--- src/hw/rtl/qebc_pkg.sv ---
// Shared types and codes for the quadrature encoder and button counter.
// Holds the item structs, command and direction codes, and step patterns.
// Depends on nothing.
`default_nettype none

package qebc_pkg;

  localparam int COUNT_WIDTH_DEF = 16;
  localparam int OUT_WIDTH       = 16;

  localparam logic [1:0] CMD_SAMPLE  = 2'd0;
  localparam logic [1:0] CMD_READ    = 2'd1;
  localparam logic [1:0] CMD_RESTART = 2'd2;

  localparam logic [1:0] DIR_NONE  = 2'd0;
  localparam logic [1:0] DIR_LEFT  = 2'd1;
  localparam logic [1:0] DIR_RIGHT = 2'd2;

  localparam logic [1:0] HIST_00 = 2'h0;
  localparam logic [1:0] HIST_01 = 2'h1;
  localparam logic [1:0] HIST_10 = 2'h2;
  localparam logic [1:0] HIST_11 = 2'h3;

  typedef struct packed {
    logic [1:0] cmd;
    logic       line_a;
    logic       line_b;
    logic       button_low;
  } in_item_t;

  typedef struct packed {
    logic [1:0]           direction;
    logic [OUT_WIDTH-1:0] turn_count;
    logic                 pressed;
    logic [OUT_WIDTH-1:0] press_total;
    logic                 change_pending;
  } out_item_t;

endpackage

`default_nettype wire

--- src/hw/rtl/quadrature_encoder_button_counter_core.sv ---
// Quadrature encoder decoder with push button press counter.
// Uses qebc_pkg for item types, command codes and step patterns.
//
// Usage:
//   Input channel (in_valid/in_ready/in_item) carries one command per item:
//   sample the pins, read and clear the totals, or restart the line history.
//   Result channel (out_valid/out_ready/out_item) returns exactly one item for
//   every input item, in order.
//   An accepted item lands in the input register, and its result is written
//   to the output register when that register is empty or being read, which
//   a stall can delay. Throughput: one item per clock while out_ready
//   stays high.
//   Counter and history updates happen as an item moves from the input
//   register to the output register.
//   When the receiver stalls, the result holds in the output register, the
//   next item waits in the input register, and in_ready drops once both are
//   full; nothing is lost or repeated.
//   Reset (rst_n low, synchronous) empties both registers and clears the
//   histories, the step and press counters and the change flag.
`default_nettype none

module quadrature_encoder_button_counter_core
  import qebc_pkg::*;
#(
  parameter int COUNT_WIDTH = COUNT_WIDTH_DEF
) (
  input  wire logic      clk,
  input  wire logic      rst_n,
  input  wire logic      in_valid,
  output logic           in_ready,
  input  wire in_item_t  in_item,
  output logic           out_valid,
  input  wire logic      out_ready,
  output out_item_t      out_item
);

  logic                   s1_valid_r;
  in_item_t               s1_item_r;
  logic                   out_valid_r;
  out_item_t              out_item_r;

  logic [1:0]             hist_a_r, hist_a_nxt;
  logic [1:0]             hist_b_r, hist_b_nxt;
  logic [COUNT_WIDTH-1:0] left_r, left_nxt;
  logic [COUNT_WIDTH-1:0] right_r, right_nxt;
  logic [COUNT_WIDTH-1:0] press_r, press_nxt;
  logic                   change_r, change_nxt;
  out_item_t              res_nxt;

  logic                   s1_adv;
  logic                   in_acc;
  logic [1:0]             sh_a, sh_b;
  logic                   is_left, is_right;
  logic [COUNT_WIDTH-1:0] diff_lr, diff_rl;

  assign s1_adv   = s1_valid_r && (!out_valid_r || out_ready);
  assign in_ready = !s1_valid_r || s1_adv;
  assign in_acc   = in_valid && in_ready;

  assign sh_a = {hist_a_r[0], s1_item_r.line_a};
  assign sh_b = {hist_b_r[0], s1_item_r.line_b};

  assign is_left  = (sh_a == HIST_11 && sh_b == HIST_01) ||
                    (sh_a == HIST_00 && sh_b == HIST_10);
  assign is_right = (sh_a == HIST_01 && sh_b == HIST_11) ||
                    (sh_a == HIST_10 && sh_b == HIST_00);

  assign diff_lr = left_r - right_r;
  assign diff_rl = right_r - left_r;

  always_comb begin
    hist_a_nxt = hist_a_r;
    hist_b_nxt = hist_b_r;
    left_nxt   = left_r;
    right_nxt  = right_r;
    press_nxt  = press_r;
    change_nxt = change_r;
    res_nxt    = '0;
    unique case (s1_item_r.cmd)
      CMD_SAMPLE: begin
        if (!s1_item_r.button_low) begin
          press_nxt  = press_r + 1'b1;
          change_nxt = 1'b1;
        end else begin
          hist_a_nxt = sh_a;
          hist_b_nxt = sh_b;
          if (is_left) begin
            left_nxt   = left_r + 1'b1;
            change_nxt = 1'b1;
          end
          if (is_right) begin
            right_nxt  = right_r + 1'b1;
            change_nxt = 1'b1;
          end
        end
      end
      CMD_READ: begin
        if (left_r > right_r) begin
          res_nxt.direction  = DIR_LEFT;
          res_nxt.turn_count = OUT_WIDTH'(diff_lr);
        end else if (left_r < right_r) begin
          res_nxt.direction  = DIR_RIGHT;
          res_nxt.turn_count = OUT_WIDTH'(diff_rl);
        end else begin
          res_nxt.direction  = DIR_NONE;
        end
        res_nxt.pressed     = (press_r != '0);
        res_nxt.press_total = OUT_WIDTH'(press_r);
        left_nxt   = '0;
        right_nxt  = '0;
        press_nxt  = '0;
        change_nxt = 1'b0;
      end
      CMD_RESTART: begin
        hist_a_nxt = HIST_00;
        hist_b_nxt = HIST_00;
        change_nxt = 1'b0;
      end
      default: begin
      end
    endcase
    res_nxt.change_pending = change_nxt;
  end

  always_ff @(posedge clk) begin
    if (!rst_n) begin
      s1_valid_r  <= 1'b0;
      out_valid_r <= 1'b0;
      hist_a_r    <= '0;
      hist_b_r    <= '0;
      left_r      <= '0;
      right_r     <= '0;
      press_r     <= '0;
      change_r    <= 1'b0;
    end else begin
      if (in_ready) begin
        s1_valid_r <= in_valid;
      end
      if (s1_adv) begin
        out_valid_r <= 1'b1;
        hist_a_r    <= hist_a_nxt;
        hist_b_r    <= hist_b_nxt;
        left_r      <= left_nxt;
        right_r     <= right_nxt;
        press_r     <= press_nxt;
        change_r    <= change_nxt;
      end else if (out_ready) begin
        out_valid_r <= 1'b0;
      end
    end
  end

  always_ff @(posedge clk) begin
    if (in_acc) begin
      s1_item_r <= in_item;
    end
    if (s1_adv) begin
      out_item_r <= res_nxt;
    end
  end

  assign out_valid = out_valid_r;
  assign out_item  = out_item_r;

endmodule

`default_nettype wire

--- config.mk ---
export PLATFORM = sky130hd
export DESIGN_NAME = quadrature_encoder_button_counter_core
export DESIGN_NICKNAME = d
export VERILOG_FILES = /design/src/hw/rtl/qebc_pkg.sv /design/src/hw/rtl/quadrature_encoder_button_counter_core.sv
export SDC_FILE = /design/constraint.sdc
export NUM_CORES = 1
export LEC_CHECK = 0
export BUFFER_PORTS_ARGS = -buffer_cell sky130_fd_sc_hd__buf_2
export CAP_MARGIN = 20
export CORE_MARGIN = 8
export CORE_UTILIZATION = 50
export CTS_BUF_LIST = sky130_fd_sc_hd__clkbuf_8
export DETAILED_ROUTE_END_ITERATION = 10
export GPL_TIMING_DRIVEN = 0
export PLACE_DENSITY_LB_ADDON = 0.1
export SLEW_MARGIN = 25
export SYNTH_ARGS = -nofsm -noshare
export SYNTH_HDL_FRONTEND = slang
export SYNTH_SLANG_ARGS = --single-unit
--- constraint.sdc ---
create_clock -name clk -period 3.2 [get_ports clk]
set_input_delay 0.48 -clock clk [delete_from_list [all_inputs] [get_ports clk]]
set_output_delay 0.48 -clock clk [all_outputs]
set_load 0.1 [all_outputs]
==> results of run 1 <==
==> what timing repair did <==
item,4_1_cts,5_1_grt
gates resized for setup,0,2
endpoints found under the setup margin,0,1
hold buffers,0,0
==> power by group through the flow <==
stage	clock network (mW)	registers [mW]	logic [mW]
6_report	0.754	1.28	0.224
3_5_place_dp	0	1.31	0.226
4_1_cts	0.769	1.28	0.226
5_1_grt	0.823	1.29	0.234
2_1_floorplan	0	1.45	0.0458
3_3_place_gp	0	1.31	0.224
==> metal layers <==
metal	track usage, %	vias up
met2	25.1	115
met5	0	-
met4	5.07	0
met3	4.09	5
met1	24.9	2001
li1	-	2195
==> metrics by stage <==
step	utilization, %	setup slack [ps]	instance area, sq um	std cells
6_report	56.5	211	6100	786
5_1_grt	56.5	56.5	6100	786
4_1_cts	56.4	184	6090	786
3_5_place_dp	54.7	218	5910	770
3_3_place_gp	54.7	237	5910	770
2_1_floorplan	-	433	5500	584
==> sequential cells by signal, summed over array words and instances, names as in the netlist <==
register	cells
s1_valid_r	1
s1_item_r	5
out_item	36
right_r	16
hist_a_r	1
hist_b_r	1
change_r	1
press_r	16
out_valid	1
left_r	16
==> area by class of cell <==
| type | instances | area [sq um] |
|---|---|---|
| Buffer | 20 | 92.6 |
| Clock buffer | 10 | 138 |
| Inverter | 49 | 184 |
| Timing Repair Buffer | 46 | 230 |
| Sequential cell | 94 | 2290 |
| Fill cell | 1032 | 4700 |
| Multi-Input combinational cell | 421 | 2940 |
| Tap cell | 140 | 175 |
| Clock inverter | 6 | 45.0 |
==> placed cells by master (no fill, tap or decap), types with 4 or more instances in the layout <==
cell type	count
or3_1	6
a21oi_1	34
nor2b_1	10
edfxtp_1	41
o21bai_1	7
and2_1	19
nand2_1	37
ha_1	35
inv_1	44
clkbuf_1	8
o211ai_1	4
a31oi_1	6
o22a_1	9
clkbuf_8	10
nand2b_1	4
o21ai_0	17
buf_2	56
o21a_1	4
nor3_1	7
dfxtp_1	53
xnor2_1	27
nor2_1	60
a21o_1	11
xor2_1	10
a221oi_1	8
nand3_1	23
and3_1	7
inv_2	4
nand4_1	14
==> cells by family (layout without fill, tap and decap cells) <==
family	Yosys count	after routing	synth area share (%)
AND/OR/NAND/NOR	209	209	20.0
AO/OA/AOI/OAI	136	136	18.4
flip-flops	94	94	41.7
buffers and inverters	69	131	5.03
adder cells (fa/ha/maj)	37	37	8.69
XOR/XNOR	37	37	5.89
multiplexers	2	2	0.364
==> how the worst max path moves through the flow <==
stage                      startpoint                         end  slack [ps]  depth (start not counted)
6_report       left_r[0]$_SDFFE_PN0P_  out_item[31]$_SDFFCE_PN0P_         210                         11
3_3_place_gp   left_r[0]$_SDFFE_PN0P_  out_item[31]$_SDFFCE_PN0P_         240                         11
2_1_floorplan  out_valid$_SDFFE_PN0P_      s1_item_r[0]$_DFFE_PP_         430                          3
5_1_grt        left_r[0]$_SDFFE_PN0P_  out_item[31]$_SDFFCE_PN0P_          60                         11
3_5_place_dp   left_r[0]$_SDFFE_PN0P_  out_item[31]$_SDFFCE_PN0P_         220                         11
4_1_cts        left_r[9]$_SDFFE_PN0P_  out_item[31]$_SDFFCE_PN0P_         180                         11
==> worst reg2reg max path, delay by kind of cell (launching register included) <==
kind,cells,cell delay (ps)
AOI/OAI and AO/OA,5,1080
adders and majority gates,2,670
buffers and inverters,2,330
DFF,1,440
and+or+nand+nor,2,330
==> results_dict.tcl, run 1 <==
set metrics [dict create \
    status "finished clean" \
    crit_chain "inv_1 > ha_1 > fa_1 > nand3b_1 > a21oi_2 > o21ai_2 > a21boi_4 > nand2_1 > buf_2 > o31a_1 > a32oi_1" \
    clkSlewWorstSetupHoldPaths_ps 100 \
    dp_hpwl_microns 9440 \
    htreeDepth 3 \
    max_freq_mhz 335 \
    antenna_found_initial 0 \
    p_switching_uw 649 \
    dieArea_sq_mm 0.0146 \
    cp_slowest_stage_delay_ps 440 \
    cts_sinks 94 \
    crit_buf_inv 2 \
    drv_slew 0 \
    holdCritPathClass "input pin to flip-flop" \
    start_util_pct 51.0 \
    cts_tree "done" \
    grt_start_max_net_pins 39 \
    drt_iter0_drc 304 \
    reg2reg_from "left_r[0]$_SDFFE_PN0P_" \
    port_buffers 46 \
    yosys_warnings 0 \
    synth_common_cells "nor2_1, dfxtp_1, inv_1" \
    sw_frac_of_total_pct 28.7 \
    crit_type "flip-flop to flip-flop" \
    rsz0062_at_grt "false" \
    worst-slew-pin-transition_ps 793 \
    top_layer "met4" \
    synth-seq-cells 94 \
    grt_use_total_pct 17.3 \
    root_buffer "clkbuf_8" \
    grt_pass1_vias 4128 \
    r2r_setup_slack_ps 210 \
    power.share.clock_pct 33.3 \
    num_vias 4316 \
    drc_errors 0 \
    slowest_stage "dfxtp_1" \
    holdWs_ps 282 \
    numCtsBuffers 9 \
    drv_cap 0 \
    gp_congestion 0.856 \
    wl_met3_microns 717 \
    hp-start "in_item[2]" \
    reg2reg_depth 11 \
    drive_above_1_share_pct 16.4 \
    drt_wl_total_microns 12200 \
    vdd_drop_max_mv 0.228 \
    finClkSkew_ps 8.28 \
    max-clock-path-buffers 2 \
    io_pins 47 \
    total_power_mw 2.26 \
    die_w_microns 121 \
    synth_edf_count 41 \
    die_h_microns 121 \
    syn2layout_area_growth_pct 10.9 \
    tns_ps 0 \
    coreArea_sq_mm 0.0108 \
    power.internal_mw 1.61 \
    hold_viol 0 \
    slew_headroom_pct 47.1 \
    finalSetupViolCount 0 \
    grt_pass1_wl_microns 20500 \
    firstDrtPassIters 5 \
    holdPathStages 1 \
    reg2reg_to "out_item[31]$_SDFFCE_PN0P_" \
    overflow 0 \
    async_flop_share_pct 0 \
    synth_top_area_cell "edfxtp_1" \
    post_drt_via_cell_ratio 5.49 \
    post_drt_wl_per_cell_microns 15.5 \
    synth_top_cell_area_share_pct 22.4 \
    syn_nets 630 \
    ys_seq_area_share_pct 41.7 \
    powerDensity_mw_per_mm2 371 \
    rows 38 \
    cp.required_ps 3420 \
    syn-instance-count 584 \
    netlist_area_sq_mm 0.00550 \
    drt-met1-wl_microns 6220 \
    hold_path_end "s1_item_r[2]$_DFFE_PP_" \
    clock_latency_ps 370 \
    synth.area.top_cells "edfxtp_1, dfxtp_1, ha_1, xnor2_1, nor2_1" \
    yosysMostFrequentCell "nor2_1" \
    syn_area_per_cell_sq_um 9.42 \
    ant_nets 0 \
    met2_length_microns 5190 \
    synth_cell_types 74 \
    seqPwrFrac_pct 56.8 \
    cp-end-kind "flip-flop" \
    n_antenna_cell 0 \
    fin_nets 687 \
    cp_data_arrival_time_ps 3210 \
    p_comb_share_pct 9.9 \
    finalCriticalPeriod_ps 2990 \
    p_leak_nw 2.34 \
    path_delay_family "compound AO/OA/AOI/OAI gates" \
    critPathLaunchType "flip-flop" \
    synthFlopType "dfxtp_1" \
    fin_crit_sh_pct 93.4 \
    cts_setup_buffers 0 \
    worst-path-max-fanout 10 \
]
(Power assumes the default switching activity.)
==> run 2, diff against run 1 <==
Settings changed: CORE_UTILIZATION 50 to 45.
==> run 2 against run 1 <==
Compared with the run above: die area increased by 9.6%; non-clock buffer count unchanged; register-to-register slack got worse by 40 ps; fmax down 1.3%; global-route usage fell by 2.1 points; sequential share of layout area decreased by 0.21 points; largest cell class unchanged; largest power group unchanged.
==> results_dict.tcl, run 2 (synthesized netlist as in run 1, its figures left out) <==
set metrics [dict create \
    cp.required_ps 3420 \
    final_cell_mix "nor2_1, buf_2, dfxtp_1, inv_1, edfxtp_1" \
    tns_ps 0 \
    grt_use_total_pct 15.3 \
    grt_pass1_wl_microns 19900 \
    overflow 0 \
    n_antenna_cell 0 \
    post_drt_wl_per_cell_microns 15.1 \
    finalCriticalPeriod_ps 3030 \
    post_drt_via_cell_ratio 5.40 \
    regArea_sq_mm 0.00229 \
    multi_input_area_sq_mm 0.00294 \
    antenna_found_initial 0 \
    nFillCells 1100 \
    dp_hpwl_microns 9380 \
    cp-end-kind "flip-flop" \
    largest_reg_flops 36 \
    status "finished clean" \
    max-clock-path-buffers 2 \
    finalSetupViolCount 0 \
    p_leak_nw 2.36 \
    clock_latency_ps 380 \
    ant_nets 0 \
    rsz0062_at_grt "false" \
    max_freq_mhz 330 \
    syn2layout_area_growth_pct 11.5 \
    coreArea_sq_mm 0.0120 \
    worst-path-max-fanout 10 \
    htreeDepth 3 \
    cts_tree "done" \
    die_h_microns 127 \
    start_util_pct 46.0 \
    slew_headroom_pct 48.9 \
    cp_data_arrival_time_ps 3250 \
    mostFrequentLayoutCell "nor2_1" \
    port_buffers 46 \
    finClkSkew_ps 11.0 \
    critPathLaunchType "flip-flop" \
    clkSlewWorstSetupHoldPaths_ps 90 \
    cts_setup_buffers 0 \
    gp_congestion 0.839 \
    fin_crit_sh_pct 94.6 \
    rows 40 \
    hold_viol 0 \
    holdCritPathClass "input pin to flip-flop" \
    num_vias 4284 \
    dieArea_sq_mm 0.0160 \
    worst-slew-pin-transition_ps 767 \
    total_power_mw 2.35 \
    drive_above_1_share_pct 16.3 \
    fin_nets 687 \
    drt_iter0_drc 267 \
    firstDrtPassIters 5 \
    io_pins 47 \
    crit_type "flip-flop to flip-flop" \
    drt_wl_total_microns 12000 \
    vdd_drop_max_mv 0.222 \
    grt_pass1_vias 3984 \
    drv_slew 0 \
    numCtsBuffers 9 \
    grt_start_max_net_pins 39 \
    die_w_microns 127 \
    root_buffer "clkbuf_8" \
    cts_sinks 94 \
    drc_errors 0 \
    powerDensity_mw_per_mm2 384 \
    drv_cap 0 \
]
-- run 2: routing by layer --
metal  vias up  global-route usage [%]  share of wire (%)
li1       2206                       -                  -
met1      1979                    21.3                 52
met2        90                    23.0                 42
met3         9                    3.48                4.9
met4         0                    4.46                1.0
met5         -                       0                  0
-- run 2: final timing paths --
kind	cells after the start	slack, ps	end	start
worst max-delay path	11	170	out_item[31]$_SDFFCE_PN0P_	left_r[0]$_SDFFE_PN0P_
worst min-delay path	1	270	s1_item_r[2]$_DFFE_PP_	in_item[2]
worst max register to register	11	170	out_item[31]$_SDFFCE_PN0P_	left_r[0]$_SDFFE_PN0P_
worst min register to register	2	530	change_r$_SDFFE_PN0P_	change_r$_SDFFE_PN0P_
-- run 2: stage by stage --
stage / util [%] / cell area [sq um] / setup slack (ps) / cells / hold WS (ps)
after floorplan: - / 5500 / 433 / 584 / 465
after global placement: 49.4 / 5910 / 212 / 777 / 501
after detailed placement: 49.4 / 5910 / 210 / 777 / 513
after CTS: 51.2 / 6130 / 174 / 793 / 256
after global routing: 51.3 / 6130 / 13.8 / 793 / 250
final: 51.3 / 6130 / 173 / 793 / 274
-- run 2: layout make-up --
type / count / area share [%]
multi-input combinational: 421 / 47.9
sequential: 94 / 37.4
timing repair buffer: 46 / 3.75
inverter: 49 / 3.00
tap: 147 / 3.00
clock buffer: 10 / 2.24
buffer: 20 / 1.51
clock inverter: 6 / 1.22
-- run 2: timing repair --
item / 4_1_cts / 5_1_grt
endpoints found under the hold margin: 0 / 0
resized for setup: 0 / 1
hold buffers: 0 / 0
setup endpoints to repair: 0 / 1
-- run 2: worst max-delay path, stage by stage (launching register included) --
cell,delay (ps)
dfxtp_1,440
inv_1,110
ha_1,240
fa_1,420
nand3b_1,210
a21oi_1,230
o21ai_2,180
a21boi_4,260
nand2_1,110
buf_2,220
o31a_1,310
a32oi_1,150
-- run 2: power by group --
part	leakage [nW]	internal, mW	switching (mW)
Combinational	1.44	0.0299	0.194
Sequential	0.813	1.27	0.00993
Clock	0.105	0.395	0.450
Total	2.36	1.70	0.654
==> run 3, diff against run 2 <==
Settings changed: SETUP_SLACK_MARGIN set to 0.02, SLEW_MARGIN 25 to 20.
Clock period 3.2 ns to 2.7 ns, I/O delays scaled along.
==> run 3 against run 2 <==
Compared with the run above: cell count increased by 2.9%; register-to-register slack got worse by 80 ps; largest power group unchanged; first-iteration DRC count increased by 2.2%; global-route usage increased by 0.41 points; critical endpoint is now out_item[25]$_SDFFCE_PN0P_; combinational power increased by 19%; clock skew about the same; total power increased by 18%; clock-buffer cell count decreased by 1; highest routed layer unchanged; setup slack got worse by 77 ps; critical path type unchanged; non-clock buffer count increased by 23; sequential share of layout area decreased by 2.1 points.
==> results_dict.tcl, run 3 (synthesized netlist as in run 1, its figures left out) <==
set metrics [dict create \
    grt_use_total_pct 15.7 \
    p_switching_uw 787 \
    dieArea_sq_mm 0.0160 \
    num_vias 4436 \
    power.share.clock_pct 35.6 \
    rsz0062_at_grt "true" \
    n_antenna_cell 0 \
    htreeDepth 3 \
    cp-startpoint "left_r[3]$_SDFFE_PN0P_" \
    mostFrequentLayoutCell "nor2_1" \
    reg2reg_to "out_item[25]$_SDFFCE_PN0P_" \
    hold_viol 0 \
    cp_data_arrival_time_ps 2740 \
    drv_slew 0 \
    grt_start_max_net_pins 39 \
    antenna_found_initial 0 \
    numCtsBuffers 9 \
    slew_headroom_pct 48.7 \
    drv_cap 0 \
    power.internal_mw 1.98 \
    drt_wl_total_microns 12600 \
    io_pins 47 \
    drt_iter0_drc 273 \
    die_w_microns 127 \
    total_power_mw 2.77 \
    finalSetupViolCount 0 \
    clock_latency_ps 390 \
    reg2reg_depth 8 \
    r2r_setup_slack_ps 100 \
    overflow 0 \
    clkSlewWorstSetupHoldPaths_ps 100 \
    drc_errors 0 \
    status "finished clean" \
    grt_pass1_vias 4114 \
    finalCriticalPeriod_ps 2600 \
    holdCritPathClass "input pin to flip-flop" \
    cp-end-kind "flip-flop" \
    crit_type "flip-flop to flip-flop" \
    reg2reg_from "left_r[3]$_SDFFE_PN0P_" \
    worst-slew-pin-transition_ps 770 \
    post_drt_via_cell_ratio 5.44 \
    post_drt_wl_per_cell_microns 15.5 \
    finClkSkew_ps 11.3 \
    grt_pass1_wl_microns 20500 \
    fin_ws_ps 95.2 \
    coreArea_sq_mm 0.0120 \
    root_buffer "clkbuf_8" \
    final_cell_mix "nor2_1, buf_2, inv_1, edfxtp_1, dfxtp_1" \
    cp.required_ps 2840 \
    worst-path-max-fanout 8 \
    p_leak_nw 2.54 \
    holdBufCountCts 0 \
    sw_frac_of_total_pct 28.4 \
    gp_congestion 0.842 \
    fin_crit_sh_pct 96.5 \
    p_comb_share_pct 9.6 \
    nFillCells 1067 \
    vdd_drop_max_mv 0.251 \
    cts_tree "done" \
    max-clock-path-buffers 2 \
    port_buffers 46 \
    seqPwrFrac_pct 54.8 \
    die_h_microns 127 \
    dp_hpwl_microns 9350 \
    cts_sinks 94 \
    pre_cts_ws_ps -313 \
    syn2layout_area_growth_pct 19.7 \
    max_freq_mhz 384 \
    largest_reg_flops 36 \
    ant_nets 0 \
    crit_end "out_item[25]$_SDFFCE_PN0P_" \
    drive_above_1_share_pct 25.6 \
    powerDensity_mw_per_mm2 420 \
    critPathLaunchType "flip-flop" \
    rows 40 \
    fin_nets 710 \
    firstDrtPassIters 5 \
    hp-start "in_item[2]" \
    start_util_pct 46.0 \
]
## run 3: cell type report
type                    instances  area, sq um  share of cell area, %
clock buffers                   9          124                   1.88
clock inverters                 7         80.1                   1.22
inverters                      49          193                   2.93
multi-input cells             421         3150                   47.9
flip-flops and latches         94         2320                   35.3
plain buffers                  19          120                   1.83
repair buffers                 70          409                   6.22
well taps                     147          184                   2.79
## run 3: how the worst min path moves through the flow
stage / end / slack [ps] / depth (start not counted)
after floorplan: right_r[6]$_SDFFE_PN0P_ / 470 / 2
after global placement: change_r$_SDFFE_PN0P_ / 500 / 2
after detailed placement: change_r$_SDFFE_PN0P_ / 510 / 2
after CTS: s1_item_r[2]$_DFFE_PP_ / 160 / 1
after global routing: s1_item_r[1]$_DFFE_PP_ / 160 / 1
final: s1_item_r[2]$_DFFE_PP_ / 180 / 1
## run 3: metal layers
| layer | track usage, % | vias up | wire (microns) |
|---|---|---|---|
| met5 | 0 | - | 0 |
| met4 | 7.22 | 0 | 274 |
| met3 | 3.14 | 22 | 572 |
| met2 | 22.5 | 90 | 5440 |
| met1 | 22.0 | 2081 | 6330 |
| li1 | - | 2243 | - |
## run 3: power groups by stage
stage | clock, mW | sequential (mW) | combinational, mW
global placement | 0 | 1.55 | 0.267
finish | 0.984 | 1.52 | 0.266
global route | 1.06 | 1.52 | 0.278
floorplan | 0 | 1.72 | 0.0543
detailed placement | 0 | 1.55 | 0.268
CTS | 1.01 | 1.52 | 0.268
## run 3: through the flow
stage	instance area (sq um)	hold WS [ps]	util (%)	std cells	TNS, ps
final	6580	181	55.0	816	0
after global routing	6580	156	55.0	816	-4.47
after CTS	6260	162	52.3	801	0
after detailed placement	5920	511	49.5	777	-2280
after global placement	5920	501	49.5	777	-1890
after floorplan	5500	465	-	584	0
## run 3: what timing repair did
item	CTS	global route
resized for setup	24	59
setup endpoints to repair	15	14
pin swaps	6	17
gates cloned	0	2
setup buffers	8	14
## run 3: worst max-delay path, cell delays in order, from the launching register on
cell	delay (ps)
dfxtp_2	380
inv_1	90
ha_1	440
a31o_2	300
or2_1	290
a21o_1	200
a21o_1	190
a32o_1	260
o211a_1	210
